[src/hdl/pph_pkg.sv]
// ----------------------------------------------------------------------------
// pph_pkg
// Shared constants, register codes, queue entry and state types for the
// particle projection histogram.
// ----------------------------------------------------------------------------
package pph_pkg;

  localparam int GRID   = 256;
  localparam int GRID_W = $clog2(GRID);
  localparam int CELLS  = GRID * GRID;
  localparam int ADDR_W = $clog2(CELLS);

  localparam int POS_W   = 24;
  localparam int SCALE_W = 32;
  localparam int PROD_W  = POS_W + SCALE_W;
  localparam int COUNT_W = 32;
  localparam int CFG_W   = 32;
  localparam int IDX_W   = 3;

  localparam int QDEPTH = 4;
  localparam int QPTR_W = $clog2(QDEPTH);
  localparam int CNT_W  = $clog2(QDEPTH + 1);

  localparam logic [IDX_W-1:0] REG_MIN_X   = 3'd0;
  localparam logic [IDX_W-1:0] REG_MIN_Y   = 3'd1;
  localparam logic [IDX_W-1:0] REG_MIN_Z   = 3'd2;
  localparam logic [IDX_W-1:0] REG_SCALE_X = 3'd3;
  localparam logic [IDX_W-1:0] REG_SCALE_Y = 3'd4;
  localparam logic [IDX_W-1:0] REG_SCALE_Z = 3'd5;

  localparam logic [POS_W-1:0]   MIN_X_RST   = 24'd4523648;
  localparam logic [POS_W-1:0]   MIN_Y_RST   = 24'd9848576;
  localparam logic [POS_W-1:0]   MIN_Z_RST   = 24'd9696128;
  localparam logic [SCALE_W-1:0] SCALE_X_RST = 32'd5419515;
  localparam logic [SCALE_W-1:0] SCALE_Y_RST = 32'd5416098;
  localparam logic [SCALE_W-1:0] SCALE_Z_RST = 32'd5419515;

  localparam logic CMD_BIN  = 1'b0;
  localparam logic CMD_READ = 1'b1;

  localparam logic [1:0] MAP_XY   = 2'd0;
  localparam logic [1:0] MAP_XZ   = 2'd1;
  localparam logic [1:0] MAP_YZ   = 2'd2;
  localparam logic [1:0] MAP_NONE = 2'd3;

  typedef struct packed {
    logic              is_read;
    logic              hit;
    logic [1:0]        map;
    logic [ADDR_W-1:0] addr_xy;
    logic [ADDR_W-1:0] addr_xz;
    logic [ADDR_W-1:0] addr_yz;
  } qentry_t;

  typedef enum logic [1:0] {
    ST_CLEAR,
    ST_IDLE,
    ST_UPDATE
  } back_state_t;

endpackage

[src/hdl/pph_queue.sv]
// ----------------------------------------------------------------------------
// pph_queue
// Short first-in first-out queue of classified entries between the front
// and back ends.
// ----------------------------------------------------------------------------
module pph_queue (
  input  logic                        clk,
  input  logic                        rst,
  input  logic                        push,
  input  pph_pkg::qentry_t            push_entry,
  input  logic                        pop,
  output pph_pkg::qentry_t            head,
  output logic                        empty,
  output logic [pph_pkg::CNT_W-1:0]   count
);

  pph_pkg::qentry_t             store [pph_pkg::QDEPTH];
  logic [pph_pkg::QPTR_W-1:0]   wr_ptr, rd_ptr;
  logic                         full;

  function automatic logic [pph_pkg::QPTR_W-1:0] ptr_inc(
    input logic [pph_pkg::QPTR_W-1:0] p
  );
    if (p == pph_pkg::QPTR_W'(pph_pkg::QDEPTH - 1)) begin
      return '0;
    end
    return p + 1'b1;
  endfunction

  assign empty = (count == '0);
  assign full  = (count == pph_pkg::CNT_W'(pph_pkg::QDEPTH));
  assign head  = store[rd_ptr];

  always_ff @(posedge clk) begin
    if (rst) begin
      wr_ptr <= '0;
      rd_ptr <= '0;
      count  <= '0;
    end else begin
      if (push) begin
        wr_ptr <= ptr_inc(wr_ptr);
      end
      if (pop) begin
        rd_ptr <= ptr_inc(rd_ptr);
      end
      if (push && !pop) begin
        count <= count + 1'b1;
      end else if (pop && !push) begin
        count <= count - 1'b1;
      end
    end
  end

  always_ff @(posedge clk) begin
    if (push) begin
      store[wr_ptr] <= push_entry;
    end
  end

  a_no_overflow: assert property (@(posedge clk) disable iff (rst)
    !(push && full && !pop))
    else $error("queue overflow");

  a_no_underflow: assert property (@(posedge clk) disable iff (rst)
    !(pop && empty))
    else $error("queue underflow");

endmodule

[config.mk]
export PLATFORM = sky130hd
export DESIGN_NAME = pph_queue
export DESIGN_NICKNAME = d
export VERILOG_FILES = /design/src/hdl/pph_pkg.sv /design/src/hdl/pph_queue.sv
export SDC_FILE = /design/constraint.sdc
export NUM_CORES = 1
export LEC_CHECK = 0
export ABC_AREA = 1
export BUFFER_PORTS_ARGS = -buffer_cell sky130_fd_sc_hd__buf_2
export CAP_MARGIN = 5
export CORE_ASPECT_RATIO = 1.5
export CORE_MARGIN = 1.5
export CORE_UTILIZATION = 61
export DETAILED_ROUTE_END_ITERATION = 7
export PLACE_DENSITY = 0.84
export SLEW_MARGIN = 25
export SYNTH_ARGS = -nofsm -noshare
export SYNTH_HDL_FRONTEND = slang
export SYNTH_SLANG_ARGS = --single-unit
[constraint.sdc]
create_clock -name clk -period 4.19 [get_ports clk]
set_input_delay 0.2095 -clock clk [delete_from_list [all_inputs] [get_ports clk]]
set_output_delay 0.2095 -clock clk [all_outputs]
set_load 0.01 [all_outputs]
* Yosys cells after proc, flatten, opt, wreduce, memory -nomap -nowiden
Memories as Yosys holds them, arrays and structs flattened. A register that Yosys moved wholly into a read port is not among the register bits. Index checks and enable logic that the tools add are counted.
Operators by class: add/subtract/negate cells 4, multiply operators 0, divide/modulo/power cells 0, magnitude comparators 0, equal/unequal tests 2, shifts and indexed selects 0, muxes and demuxes 16, bitwise operators 0, reduce and logical (&&, ||, !) cells 6
Operators by type and width (count):
- 2-to-1 mux 2 bit | 6
- 2-to-1 mux 1 bit | 8
- 2-to-1 mux 3 bit | 2
- adder 2 x 1 -> 2 bit (second input constant) | 2
- equality test 2 bit (second input constant) | 2
- adder 3 x 1 -> 3 bit (second input constant) | 1
- logical NOT 3 bit | 1
- subtractor 3 x 1 -> 3 bit (second input constant) | 1
- logical AND 1 bit | 2
- logical NOT 1 bit | 2
- nonzero test 2 bit | 1
Storage, ports and cells: register bits 7, bits in latches 0, RAM bits 208, bits in read-only memories 0, logic and storage cells 32, memories 1
Memory list:
- store | depth 4, width 52, rd ports 1, clocked after memory_dff 1, write ports 1, RTL line pph_queue.sv:17 | pph_pkg::qentry_t store [pph_pkg::QDEPTH];

* Longest topological paths before layout
Gate-level depths: netlist of the first run.
depth in word-level cells 7, depth in mapped cells 10, gate-level depth less buffers 10

* Least setup slack after synthesis of the first run
OpenSTA, ideal clock, no wires.
path type flip-flop to flip-flop, start point register wr_ptr[0] (netlist name), end point memory store[3][0] (netlist name) (enable), library setup time 406 ps, arrival time 1605 ps, data required time 3784 ps, path slack 2179 ps, cell stages (with the launch flop) 4, path buffers 0, cell sequence dfxtp_1 > ha_1 > nand2_1 > inv_1
RTL lines:
- from (decl) | RTL line pph_queue.sv:18 | logic [pph_pkg::QPTR_W-1:0] wr_ptr, rd_ptr;
- from (signal assigned) | RTL line pph_queue.sv:41 | wr_ptr <= ptr_inc(wr_ptr);
- to (decl) | RTL line pph_queue.sv:17
Straight into the memory's write port.

==> impl_metrics.ini, run 1 <==
[routing]
first_pass_iters = 8
vias = 5345
drt-wirelength-per-cell_microns = 19.9
ant_nets = 0
routed_via_density = 6.00
drtIter0Drc = 421
drt-total-wl_microns = 17700
drc = 0

[floorplanning]
start_util = 0.625
die_area_sq_um = 14100
placementRows = 51
die_h_microns = 144
core-area_sq_um = 13000
io-pin-count = 112
dieWidth_microns = 97.3

[cells_and_area]
drive_gt1_frac = 0.208
regArea_sq_um = 6430
fin_cells = 891
fill_cells = 741
multi_input_area_sq_um = 1460
num_antenna_cells = 0
utilization = 0.763
design_area_sq_um = 9940
final_nets = 783
area_growth_pct = 22.1

[critical_path]
start_kind = register
crit_path_max_fanout = 104
critPathRequiredTime_ps = 3980
endpoint_kind = output port
worstPathArrival_ps = 2410
path_class = reg2out

[grt]
grt_first_pass_wirelength_microns = 27300
antenna_found_initial = 0
grtUsageTotal = 0.251
grt_most_used_layer = met2
use_met1 = 0.285
global_route.usage.met2 = 0.456
use_met3 = 0.0406
grt_start_max_net_pins = 105
grt_pass1_vias = 5603
gr-total-overflow = 0

[power_and_ir_drop]
ir_worst_vdd_v = 0.000415
p_leak_nw = 3.59
finalPower_w = 0.00484
p_per_area_nw_per_um2 = 487

[cts]
cts_made_buffers = 19
htreeDepth = 1
ctsResizeCount = 0
post_cts_buffers = 0
cts_tree = built
cts.clk_slew.worst_paths_ps = 70
clock_path_buffers = 3
clock-sinks = 217
cts.hold.buffers_added = 53
clk_latency_ps = 480
cts_root_buf = clkbuf_16

[placement]
detailed_place.area_sq_um = 8760
place.gp.congestion = 0.780
hpwlAfterDp_microns = 9300
dp_cells = 805
port_buffers = 111

[synth]
synth_area_sq_um = 8140
yosys_register_bits = 217
yosys.area.top_type = edfxtp_1
syn_inst = 560
async_reset_ff_frac = 0
synth.avg_cell_area_sq_um = 14.5
ys_types = 20
synth_nets = 623
synthFlopType = edfxtp_1
synth_common_cells = edfxtp_1 (208), nor2_1 (112), o21ai_0 (97)
synth_warnings = 0
ys_seq_area_frac = 0.790
synth_edf_count = 208
synth.most_common_cell = edfxtp_1
yosysTopAreaCellShare = 0.767
synth_area_leaders = edfxtp_1 (77%), o21ai_0 (6.0%), nor2_1 (5.2%), o22ai_1 (4.0%), dfxtp_1 (2.2%)

[timing]
fmax_mhz = 382
post-route-period-util = 0.626
max_slew_margin = 0.316
finalHoldViolCount = 0
tightest_slew_ps = 1030
fin_setup_tns_ps = 0
slew_viol_final = 0
period_minus_slack_ps = 2620
finalSetupViolations = 0
rsz0062_at_grt = false
finClkSkew_ps = 17.3

[outcome]
status = finished clean

[min_path]
hp-class = in2reg

[run]
cap_violations = 0
where the power goes:
| group | total (W) | switching [W] | leakage (nW) | internal (W) |
|---|---|---|---|---|
| clock | 0.00183 | 0.000744 | 0.315 | 0.00109 |
| sequential | 0.00251 | 0.0000302 | 1.99 | 0.00248 |
| combinational | 0.000498 | 0.000316 | 1.29 | 0.000182 |
| total | 0.00484 | 0.00109 | 3.59 | 0.00375 |
cell usage in the layout (no fill, tap or decap), types with 6 or more instances in the layout:
master / instances
edfxtp_1: 208
nor2_1: 112
buf_2: 111
o21ai_0: 97
dlygate4sd3_1: 53
o22ai_1: 52
clkbuf_16: 19
o21ai_1: 10
inv_1: 10
nand2_1: 8
dfxtp_1: 7
buf_4: 7
ha_1: 6
flip-flops by register name, summed over array words and instances, names as in the netlist, named ones only:
signal / cells
store: 208
count: 3
rd_ptr: 2
wr_ptr: 2
per-layer routing:
metal  wire length [microns]  vias up
met1                    6410     2601
met3                    1070       66
met4                     728        0
met2                    9480      264
met5                       0        -
li1                        -     2414
through the flow:
| step | hold WS (ps) | setup slack, ps |
|---|---|---|
| after detailed placement | 426 | 1880 |
| after global routing | 104 | 1490 |
| final | 65.0 | 1570 |
| after floorplan | 282 | 2180 |
| after CTS | 56.4 | 1380 |
| after global placement | 418 | 1970 |
worst max-delay path, stage by stage, from the launching register on:
cell and delay (ps):
dfxtp_4 360, buf_4 720, o21ai_0 280, o22ai_1 280
buf_2 190
layout make-up:
| type | instances | share of cell area |
|---|---|---|
| Clock buffer | 23 | 0.0494 |
| Multi-Input combinational cell | 295 | 0.147 |
| Sequential cell | 217 | 0.647 |
| Timing Repair Buffer | 171 | 0.115 |
| Clock inverter | 10 | 0.0159 |
| Tap cell | 159 | 0.0200 |
| Inverter | 16 | 0.00642 |
final timing paths:
check,start,end,slack (ps),depth (start not counted)
setup reg to reg,wr_ptr[0],store[0][19],2190,5
setup / recovery,register,head[21],1570,4
hold / removal,pop,register,70,3
hold reg to reg,wr_ptr[1],wr_ptr[1],530,2
logic make-up after synthesis:
| kind of cell | share of synthesized area |
|---|---|
| AND/OR/NAND/NOR | 0.0586 |
| adder cells (fa/ha/maj) | 0.0117 |
| flip-flops | 0.790 |
| XOR/XNOR | 0.00108 |
| AO/OA/AOI/OAI | 0.108 |
| buffers and inverters | 0.0315 |
Power figures use the tool's default switching activity.
==> inputs of run 2 (changes only) <==
CORE_UTILIZATION = 57   (was 61)
PLACE_DENSITY = 0.79   (was 0.84)
clock period = 2.75 ns   (was 4.19 ns; I/O delays follow)
==> impl_metrics.ini, run 2 (synthesis gave the netlist of run 1 again) <==
[cells_and_area]
drive_gt1_frac = 0.215
largest_reg_flops = 208
final_nets = 789
utilization = 0.718
num_antenna_cells = 0
final_common_cell = edfxtp_1
final_cell_mix = edfxtp_1 (208), nor2_1 (112), buf_2 (111)
fin_cells = 930
area_growth_pct = 23.5
top_register = store
top_regs = store: 208 flops, count: 3 flops

[grt]
grt_most_used_layer = met2
antenna_found_initial = 0
grt_first_pass_wirelength_microns = 28200
grt_start_max_net_pins = 59
grt_pass1_vias = 5473
gr-total-overflow = 0
use_met3 = 0.0412
grtUsageTotal = 0.250
use_met1 = 0.299
global_route.usage.met2 = 0.446

[cts]
clk_latency_ps = 490
htreeDepth = 1
cts_made_buffers = 19
cts_tree = built
cts_root_buf = clkbuf_16
post_cts_buffers = 0
clock-sinks = 217
cts.clk_slew.worst_paths_ps = 70
clock_path_buffers = 3

[placement]
port_buffers = 111
hpwlAfterDp_microns = 10200
dp_cells = 843
place.gp.congestion = 0.851

[routing]
routed_via_density = 5.71
drt-total-wl_microns = 18100
drc = 0
vias = 5306
drtIter0Drc = 360
first_pass_iters = 5
ant_nets = 0
drt-wirelength-per-cell_microns = 19.5

[min_path]
hold_depth = 3
hp-class = in2reg
timing.hold.worst.start = push

[critical_path]
r2r-start = wr_ptr[0]
worstPathArrival_ps = 2070
start_kind = register
endpoint_kind = output port
r2r_cells = 5
crit_path_max_fanout = 25
path_class = reg2out
critPathRequiredTime_ps = 2610

[floorplanning]
core-area_sq_um = 14000
dieWidth_microns = 101
die_h_microns = 149
placementRows = 53
die_area_sq_um = 15000
start_util = 0.582
io-pin-count = 112

[timing]
finalSetupViolations = 0
rsz0062_at_grt = false
tightest_slew_ps = 623
fmax_mhz = 453
slew_viol_final = 0
period_minus_slack_ps = 2210
finalHoldViolCount = 0
fin_hold_ws_ps = 25.4
post-route-period-util = 0.802
max_slew_margin = 0.584
finClkSkew_ps = 18.9
fin_setup_tns_ps = 0

[run]
cap_violations = 0

[power_and_ir_drop]
ir_worst_vdd_v = 0.000614
finalPower_w = 0.00725
p_leak_nw = 3.62
p_per_area_nw_per_um2 = 722

[outcome]
status = finished clean
run 2: changes by cell type in the layout (fill, tap and decap cells not counted), sizes merged:
cell,change
buf,+5
bufinv,-2
clkbuf,+2
clkinv,-1
clkinvlp,+1
dlygate4sd3,+1
run 2: metrics by stage:
step | cell area [sq um] | setup slack [ps]
global placement | 8900 | 1050
finish | 10100 | 544
floorplan | 8140 | 739
detailed placement | 8900 | 997
CTS | 10100 | 573
global route | 10100 | 460
run 2: cell type report:
| cell class | count | area [sq um] |
|---|---|---|
| fill | 866 | 3940 |
| inverter | 16 | 61.3 |
| timing repair buffer | 177 | 1250 |
| clock buffer | 25 | 518 |
| clock inverter | 8 | 95.1 |
| tap | 192 | 240 |
| multi-input combinational | 295 | 1460 |
| sequential | 217 | 6430 |
run 2: per-layer routing:
metal  vias to the layer above  wire length [microns]
li1                       2415                      -
met1                      2625                   6810
met2                       215                   9830
met3                        51                    908
met4                         0                    592
met5                         -                      0
run 2: what timing repair did:
item	4_1_cts	5_1_grt
endpoints found under the hold margin	215	0
gates resized for setup	0	0
hold buffers	54	0
run 2: final timing paths:
kind / slack (ps) / to
worst min-delay path: 30 / wr_ptr[1]
worst max-delay path: 540 / head[20]
worst min register to register: 540 / wr_ptr[1]
worst max register to register: 980 / store[2][1]
run 2: worst max-delay path, cell delays in order (launching register included):
cell	delay, ps
dfxtp_4	350
inv_2	330
buf_4	340
o21ai_0	180
o22ai_1	190
buf_2	170
run 2: where the power goes:
group	internal, W	switching (W)
Sequential	0.00377	0.0000459
Clock	0.00152	0.00112
Combinational	0.000297	0.000494
